$ cat src/hw/rtl/tmsq_pkg.sv
// Package with the request, result and configuration types of the SDU queue.
package tmsq_pkg;

    // Request operation codes.
    localparam logic [1:0] OP_ENQUEUE = 2'd0;
    localparam logic [1:0] OP_TXOPP   = 2'd1;
    localparam logic [1:0] OP_FLUSH   = 2'd2;
    localparam logic [1:0] OP_UNUSED  = 2'd3;

    // Result kinds.
    localparam logic [2:0] RK_OCCUPANCY = 3'd0;
    localparam logic [2:0] RK_SELECTED  = 3'd1;
    localparam logic [2:0] RK_NONE      = 3'd2;
    localparam logic [2:0] RK_FULL      = 3'd3;
    localparam logic [2:0] RK_FLUSHED   = 3'd4;

    // Configuration register indexes.
    localparam logic [1:0] CFG_BROADCAST  = 2'd0;
    localparam logic [1:0] CFG_SLOT_DELTA = 2'd1;
    localparam logic [1:0] CFG_MAX_AGE    = 2'd2;

    localparam int unsigned CFG_DATA_W = 14;
    localparam logic [13:0] TICK_WRAP  = 14'd10240;
    localparam logic [4:0]  SLOTS_PER_FRAME = 5'd10;

    typedef struct packed {
        logic [1:0]  opcode;
        logic [15:0] sdu_rnti;
        logic [9:0]  sdu_sfn;
        logic [3:0]  sdu_slot;
        logic [14:0] sdu_length;
        logic [15:0] sdu_handle;
        logic [17:0] trans_id;
        logic [13:0] cur_time;
    } t_req;

    typedef struct packed {
        logic [2:0]  result_kind;
        logic [15:0] out_rnti;
        logic [9:0]  out_sfn;
        logic [3:0]  out_slot;
        logic [14:0] out_length;
        logic [15:0] out_handle;
        logic [4:0]  discarded_count;
    } t_rsp;

    // One stored descriptor.
    typedef struct packed {
        logic [15:0] rnti;
        logic [9:0]  sfn;
        logic [3:0]  slot;
        logic [13:0] arrival;
        logic [14:0] length;
        logic [15:0] handle;
    } t_entry;

    // Match criteria handed to the entry checker.
    typedef struct packed {
        logic        bcast;
        logic [9:0]  frame;
        logic [3:0]  tslot;
        logic [15:0] rnti;
        logic [13:0] now;
        logic [13:0] max_age;
    } t_crit;

    // Verdict on one entry.
    typedef struct packed {
        logic discard;
        logic pick;
    } t_verdict;

endpackage

$ cat src/hw/rtl/tmsq_check.sv
// Shared compare unit that judges one queue entry against the match criteria.
module tmsq_check (
    input  tmsq_pkg::t_entry   i_entry,
    input  tmsq_pkg::t_crit    i_crit,
    output tmsq_pkg::t_verdict o_verdict
);
    import tmsq_pkg::*;

    logic [15:0] age;

    // Age with wrap of the tick counter. A stamp beyond the wrap point can make
    // the wrapped age negative; bit 15 then marks it as never stale.
    always_comb begin
        if (i_crit.now < i_entry.arrival) begin
            age = 16'(TICK_WRAP) - 16'(i_entry.arrival) + 16'(i_crit.now);
        end else begin
            age = 16'(i_crit.now) - 16'(i_entry.arrival);
        end
    end

    // Broadcast discards mismatching heads; dedicated drops stale entries.
    always_comb begin
        if (i_crit.bcast) begin
            o_verdict.pick    = (i_entry.sfn == i_crit.frame) && (i_entry.slot == i_crit.tslot);
            o_verdict.discard = !o_verdict.pick;
        end else begin
            o_verdict.discard = !age[15] && (age[14:0] > 15'(i_crit.max_age));
            o_verdict.pick    = !o_verdict.discard && (i_entry.rnti == i_crit.rnti);
        end
    end
endmodule

$ cat src/hw/rtl/tm_sdu_queue_select_top.sv
// Top level of the transparent-mode SDU queue with its walk sequencer.
// Usage: a request is taken when i_start is high and o_busy is low. Enqueue,
// flush and queue-full requests pass through S_RESP, which raises o_done. A
// transmit opportunity walks the queue through a single compare unit,
// compacting kept entries in place through the one write port of the
// descriptor memory. The memory read is registered, so each entry is read in
// S_READ and then judged and moved in S_WALK. o_busy is high for the whole
// request, including the cycle that o_done is high.
// Each result is on o_rsp for the one cycle that o_done is high; the receiver
// cannot stall it. The user must write configuration through i_cfg_we,
// i_cfg_idx and i_cfg_data only while idle; the block does not enforce this.
// Reset empties the queue and loads register defaults: dedicated mode, slot
// delta 1, max age 40. The descriptor memory itself is not cleared; only
// entries below the count are read. Opcode 3 is accepted and gives no result.
module tm_sdu_queue_select_top #(
    parameter int QUEUE_DEPTH = 16
) (
    input  logic                       i_clk,
    input  logic                       i_rst_n,
    input  logic                       i_start,
    input  tmsq_pkg::t_req             i_req,
    output logic                       o_busy,
    output logic                       o_done,
    output tmsq_pkg::t_rsp             o_rsp,
    input  logic                       i_cfg_we,
    input  logic [1:0]                 i_cfg_idx,
    input  logic [tmsq_pkg::CFG_DATA_W-1:0] i_cfg_data
);
    import tmsq_pkg::*;

    localparam int AW = (QUEUE_DEPTH > 1) ? $clog2(QUEUE_DEPTH) : 1;
    localparam int CW = $clog2(QUEUE_DEPTH + 1);

    typedef enum logic [2:0] {S_IDLE, S_READ, S_WALK, S_RESP} t_state;

    t_state        r_state;
    logic [CW-1:0] r_count, r_rd, r_wr;
    logic [4:0]    r_disc;
    logic          r_found;
    t_entry        r_pick;
    t_crit         r_crit;
    t_rsp          r_rsp;
    logic          r_done;
    logic          r_bcast;
    logic [3:0]    r_slot_delta;
    logic [13:0]   r_max_age;

    t_entry        mem [QUEUE_DEPTH];
    t_entry        r_rdata;
    logic          mem_we;
    logic [AW-1:0] mem_waddr, mem_raddr;
    t_entry        mem_wdata;
    t_verdict      verdict;
    logic [8:0]    slot_sum;
    logic [15:0]   slot_prod;
    logic [4:0]    slot_q;

    // Configuration registers.
    always_ff @(posedge i_clk) begin
        if (!i_rst_n) begin
            r_bcast      <= 1'b0;
            r_slot_delta <= 4'd1;
            r_max_age    <= 14'd40;
        end else if (i_cfg_we) begin
            case (i_cfg_idx)
                CFG_BROADCAST:  r_bcast      <= i_cfg_data[0];
                CFG_SLOT_DELTA: r_slot_delta <= i_cfg_data[3:0];
                CFG_MAX_AGE:    r_max_age    <= i_cfg_data;
                default: ;
            endcase
        end
    end

    tmsq_check u_check (.i_entry(r_rdata), .i_crit(r_crit), .o_verdict(verdict));

    assign slot_sum = 9'(i_req.trans_id[7:0]) + 9'(r_slot_delta);

    // Slot sum divided by ten through a reciprocal multiply, exact for sums up to 319.
    assign slot_prod = 16'(slot_sum) * 16'd205;
    assign slot_q    = slot_prod[15:11];

    // Memory write port: enqueue or compaction during the walk.
    always_comb begin
        mem_we    = 1'b0;
        mem_waddr = r_wr[AW-1:0];
        mem_wdata = r_rdata;
        mem_raddr = r_rd[AW-1:0];
        if (r_state == S_IDLE && !r_done && i_start && i_req.opcode == OP_ENQUEUE
            && r_count < CW'(QUEUE_DEPTH)) begin
            mem_we    = 1'b1;
            mem_waddr = r_count[AW-1:0];
            mem_wdata = '{rnti: i_req.sdu_rnti, sfn: i_req.sdu_sfn,
                          slot: i_req.sdu_slot, arrival: i_req.cur_time,
                          length: i_req.sdu_length, handle: i_req.sdu_handle};
        end else if (r_state == S_WALK && (r_found || (!verdict.discard && !verdict.pick))) begin
            mem_we = 1'b1;
        end
    end

    // Descriptor memory.
    always_ff @(posedge i_clk) begin
        if (mem_we) begin
            mem[mem_waddr] <= mem_wdata;
        end
        r_rdata <= mem[mem_raddr];
    end

    // Sequencer and registered result.
    always_ff @(posedge i_clk) begin
        if (!i_rst_n) begin
            r_state <= S_IDLE;
            r_count <= '0;
            r_done  <= 1'b0;
            r_rd    <= '0;
            r_wr    <= '0;
            r_disc  <= '0;
            r_found <= 1'b0;
        end else begin
            r_done <= 1'b0;
            case (r_state)
                S_IDLE: begin
                    if (i_start && !r_done) begin
                        r_rsp <= '0;
                        case (i_req.opcode)
                            OP_ENQUEUE: begin
                                r_state <= S_RESP;
                                if (r_count < CW'(QUEUE_DEPTH)) begin
                                    r_count <= r_count + 1'b1;
                                    r_rsp.result_kind <= RK_OCCUPANCY;
                                    r_rsp.out_length  <= i_req.sdu_length;
                                end else begin
                                    r_rsp.result_kind <= RK_FULL;
                                end
                            end
                            OP_FLUSH: begin
                                r_count <= '0;
                                r_rsp.result_kind <= RK_FLUSHED;
                                r_state <= S_RESP;
                            end
                            OP_TXOPP: begin
                                r_crit.bcast   <= r_bcast;
                                r_crit.rnti    <= i_req.sdu_rnti;
                                r_crit.now     <= i_req.cur_time;
                                r_crit.max_age <= r_max_age;
                                if (slot_sum >= 9'(SLOTS_PER_FRAME)) begin
                                    r_crit.frame <= i_req.trans_id[17:8] + 10'd1;
                                end else begin
                                    r_crit.frame <= i_req.trans_id[17:8];
                                end
                                r_crit.tslot <= 4'(slot_sum - 9'(slot_q) * 9'd10);
                                r_rd    <= '0;
                                r_wr    <= '0;
                                r_disc  <= '0;
                                r_found <= 1'b0;
                                r_pick  <= '0;
                                r_state <= S_READ;
                            end
                            default: ;
                        endcase
                    end
                end
                S_READ: begin
                    // Memory read of the current entry is in flight.
                    if (r_rd >= r_count) begin
                        r_count <= r_wr;
                        r_rsp.discarded_count <= r_disc;
                        if (r_found) begin
                            r_rsp.result_kind <= RK_SELECTED;
                            r_rsp.out_rnti    <= r_pick.rnti;
                            r_rsp.out_sfn     <= r_pick.sfn;
                            r_rsp.out_slot    <= r_pick.slot;
                            r_rsp.out_length  <= r_pick.length;
                            r_rsp.out_handle  <= r_pick.handle;
                        end else begin
                            r_rsp.result_kind <= RK_NONE;
                        end
                        r_state <= S_RESP;
                    end else begin
                        r_state <= S_WALK;
                    end
                end
                S_WALK: begin
                    if (r_found || (!verdict.discard && !verdict.pick)) begin
                        r_wr <= r_wr + 1'b1;
                    end else if (verdict.discard) begin
                        r_disc <= r_disc + 5'd1;
                    end else begin
                        r_found <= 1'b1;
                        r_pick  <= r_rdata;
                    end
                    r_rd    <= r_rd + 1'b1;
                    r_state <= S_READ;
                end
                S_RESP: begin
                    r_done  <= 1'b1;
                    r_state <= S_IDLE;
                end
                default: r_state <= S_IDLE;
            endcase
        end
    end

    assign o_busy = (r_state != S_IDLE) || r_done;
    assign o_done = r_done;
    assign o_rsp  = r_rsp;

    // The queue never holds more than its depth.
    a_count_bound: assert property (@(posedge i_clk) disable iff (!i_rst_n)
        r_count <= CW'(QUEUE_DEPTH)) else $error("queue count above depth");
    // Compaction never overtakes the read pointer.
    a_wr_behind: assert property (@(posedge i_clk) disable iff (!i_rst_n)
        r_wr <= r_rd) else $error("write pointer ahead of read pointer");
    // A result always follows the response state.
    a_done_after_resp: assert property (@(posedge i_clk) disable iff (!i_rst_n)
        r_state == S_RESP |=> o_done) else $error("missing result strobe");
endmodule

$ cat config.mk
export PLATFORM = sky130hd
export DESIGN_NAME = tm_sdu_queue_select_top
export DESIGN_NICKNAME = d
export VERILOG_FILES = /design/src/hw/rtl/tmsq_pkg.sv /design/src/hw/rtl/tmsq_check.sv /design/src/hw/rtl/tm_sdu_queue_select_top.sv
export SDC_FILE = /design/constraint.sdc
export NUM_CORES = 2
export LEC_CHECK = 0
export BUFFER_PORTS_ARGS = -buffer_cell sky130_fd_sc_hd__buf_2
export CAP_MARGIN = 20
export CORE_ASPECT_RATIO = 1.4
export CORE_UTILIZATION = 30
export DETAILED_ROUTE_END_ITERATION = 8
export PLACE_DENSITY = 0.56
export RECOVER_POWER = 100
export SYNTH_ARGS = -nofsm -noshare
export SYNTH_HDL_FRONTEND = slang
export SYNTH_SLANG_ARGS = --single-unit
$ cat constraint.sdc
create_clock -name i_clk -period 7.84 [get_ports i_clk]
set_clock_uncertainty 0.05 [all_clocks]
set_input_delay 2.352 -clock i_clk [delete_from_list [all_inputs] [get_ports i_clk]]
set_output_delay 2.352 -clock i_clk [all_outputs]
set_load 0.05 [all_outputs]
==> impl_metrics.env <==
export IMPL_antenna_found_initial=21
export IMPL_cp_required_ps=8310
export IMPL_place_inst=5713
export IMPL_max_freq_mhz=133
export IMPL_core_mm2=0.198
export IMPL_clockBufferDepth=3
export IMPL_grt_overflow_total=0
export IMPL_htreeDepth=4
export IMPL_cp_start_kind="primary input"
export IMPL_ys_seq_area_share_pct=73.5
export IMPL_cp_common_cell="fa_1"
export IMPL_port_buffers=185
export IMPL_finalSetupViolCount=0
export IMPL_first_global_vias=30470
export IMPL_ys_async_sr_fraction_pct=0
export IMPL_layout_drive_gt1_share_pct=22.8
export IMPL_cts_sinks=1507
export IMPL_cts_setup_buffers=0
export IMPL_syn2layout_area_growth_pct=15.9
export IMPL_wl_mm=146
export IMPL_cts_buffers=154
export IMPL_drtPass1Iterations=7
export IMPL_min_path_cells=0
export IMPL_rows=193
export IMPL_hold_violations=0
export IMPL_yosys_area_top_type_share_pct=69.6
export IMPL_cp_end_kind="flip-flop"
export IMPL_via_count=29160
export IMPL_track_usage_pct=14.5
export IMPL_finalPower_mw=19.7
export IMPL_start_util_pct=30.3
export IMPL_drv_slew=575
export IMPL_vdd_drop_max_mv=0.221
export IMPL_antenna_left=0
export IMPL_hold_path_class="flip-flop to flip-flop"
export IMPL_critPathMaxFanout=4
export IMPL_design_area_mm2=0.0695
export IMPL_cts_root_buf="clkbuf_16"
export IMPL_failed_checks="capacitance limit, slew limit"
export IMPL_die_w_um=380
export IMPL_utilization_pct=35.1
export IMPL_synth_net_count=3180
export IMPL_syn_avg_cell_area_um2=20.4
export IMPL_whs_ps=385
export IMPL_rsz0062_at_grt="no"
export IMPL_yosys_warnings=0
export IMPL_final_instance_count_excl_fill=5998
export IMPL_tightest_slew_ps=4290
export IMPL_io_pins=186
export IMPL_cts_tree="yes"
export IMPL_status="finished with violations"
export IMPL_grt_max_degree=64
export IMPL_via_per_inst=4.86
export IMPL_cp_slowest_cell="fa_1"
export IMPL_clk_latency_ps=780
export IMPL_cap_violations=15
export IMPL_gp_congestion=0.783
export IMPL_first_iter_violations=2272
export IMPL_place_hpwl_mm=81.3
export IMPL_nets=3472
export IMPL_syn_inst=2945
export IMPL_drc=0
export IMPL_wl_per_cell_um=24.4
export IMPL_p_per_area_mw_per_mm2=284
export IMPL_syn_cell_area_mm2=0.0599
export IMPL_grt_pass1_wl_mm=213
export IMPL_p_leak_nw=21.8
export IMPL_crit_chain="buf_2, ha_1, fa_1, a21o_1, a21oi_1, nor2_1, xor2_2, ha_1, fa_1, fa_1, fa_1, ha_1, or2_2, a21oi_1, a21oi_1, xor2_1, ha_1, fa_1, xor2_1, xnor2_1, xnor2_1, xnor2_1, xnor2_1"
export IMPL_min_period_ps=7500
export IMPL_path_clk_slew_ps=60
export IMPL_die_height_um=531
export IMPL_crit_type="primary input to flip-flop"
export IMPL_ys_ff_latch=1507
export IMPL_slew_headroom_pct=-186
export IMPL_synth_area_leaders="edfxtp_1 (70%), mux4_2 (14%), dfxtp_1 (3.9%)"
export IMPL_place_area_mm2=0.0648
export IMPL_fin_crit_sh_pct=95.6
export IMPL_synth_edff_count=1389
export IMPL_synth_main_ff_cell="edfxtp_1"
export IMPL_r2r_cells=23
export IMPL_cpPeakStageDelay_ps=560
export IMPL_ys_types=68
export IMPL_cp_arrival_ps=7970
export IMPL_yosys_area_top_type="edfxtp_1"
export IMPL_dieArea_mm2=0.202
## per-stage QoR
stage,setup slack (ps),TNS (ps)
floorplan,-635,-689770
global placement,-479,-479
detailed placement,-542,-542
CTS,256,0
global route,2.76,0
finish,341,0
## worst paths after layout
check / start / endpoint / slack [ps]
min: r_max_age[3] / r_crit[3] / 380
max: i_req[14] / r_crit[47] / 340
max reg2reg: r_rdata[34] / mem[12][55] / 570
min reg2reg: r_max_age[3] / r_crit[3] / 380
## cells by family after synthesis
kind of cell	Yosys count	share of synthesized area [%]
AOI/OAI and AO/OA	202	2.23
xor gates and xnor gates	90	1.32
adders and majority gates	120	2.73
buffers and inverters	214	1.35
DFF	1507	73.5
muxes	463	15.7
and+or+nand+nor	349	3.12
## critical path: cells and delay by family
family          cells  cell delay [ps]
compound gates      4              620
buf+inv             1              100
fa+ha+maj           9             3320
simple gates        2              380
xor+xnor            7             1190
## layer usage
| metal | GRT usage, % | wire length (um) |
|---|---|---|
| met5 | 0 | 49 |
| met4 | 3.52 | 2510 |
| met3 | 2.23 | 6870 |
| met2 | 24.4 | 72700 |
| met1 | 19.5 | 64100 |
## final cells by class
cell class	count	area, um2
clock inverter	60	701
multi-input combinational	1224	15200
inverter	87	327
timing repair buffer	263	1580
tap	2632	3290
sequential	1507	44100
fill	18561	129000
antenna	1	2.50
clock buffer	224	4340
## power by group
group | total [mW] | leakage, nW | switching [mW] | internal [mW]
Clock | 7.30 | 2.42 | 3.07 | 4.23
Sequential | 9.65 | 13.5 | 0.190 | 9.46
Combinational | 2.77 | 5.85 | 1.66 | 1.11
## synthesized netlist by cell type (11+ instances only)
master       n
a22o_1      16
nand2_1     63
nor2b_1     15
a21oi_1     65
clkbuf_1    95
nor2_1      56
edfxtp_1  1389
and2_1     115
a31oi_1     11
fa_1        18
xnor2_1     67
a21o_1      19
ha_1       102
dfxtp_1    118
mux4_2     375
mux2_2      78
buf_1       31
nor3_1      15
nand4_1     16
nand3_1     19
o21ai_0     33
xor2_1      23
inv_1       87
## sequential cells by signal (all words and copies together), names as in the netlist, 2 cells and up
name and count:
mem 1200, o_rsp 69, r_count 5, r_crit 59
r_disc 5, r_max_age 14, r_pick 61, r_rd 5
r_rdata 75, r_slot_delta 4, r_state 2, r_wr 5
## repair_timing
item	4_1_cts	5_1_grt
endpoints found under the hold margin	0	0
hold buffers	0	0
endpoints found under the setup margin	0	1
resized for setup	0	1
## cell usage in the layout, fill, tap and decap left out, types with 11 or more instances in the layout
cell type	synthesis	routed
a21o_1	19	19
a21oi_1	65	65
a22o_1	16	16
a31oi_1	11	11
and2_0	0	83
and2_1	115	32
buf_12	0	15
buf_2	0	90
buf_4	0	27
buf_6	1	14
bufinv_16	0	11
clkbuf_1	95	162
clkbuf_16	0	159
clkbuf_8	0	12
clkinv_1	0	27
dfxtp_1	118	115
edfxtp_1	1389	1389
fa_1	18	18
ha_1	102	102
inv_1	87	87
mux2_1	0	75
mux4_2	375	375
nand2_1	63	63
nand3_1	19	19
nand4_1	16	16
nor2_1	56	43
nor2_4	0	12
nor2b_1	15	15
nor3_1	15	15
o21ai_0	33	34
xnor2_1	67	67
xor2_1	23	22
No activity file was read; power rests on OpenSTA's default activity.
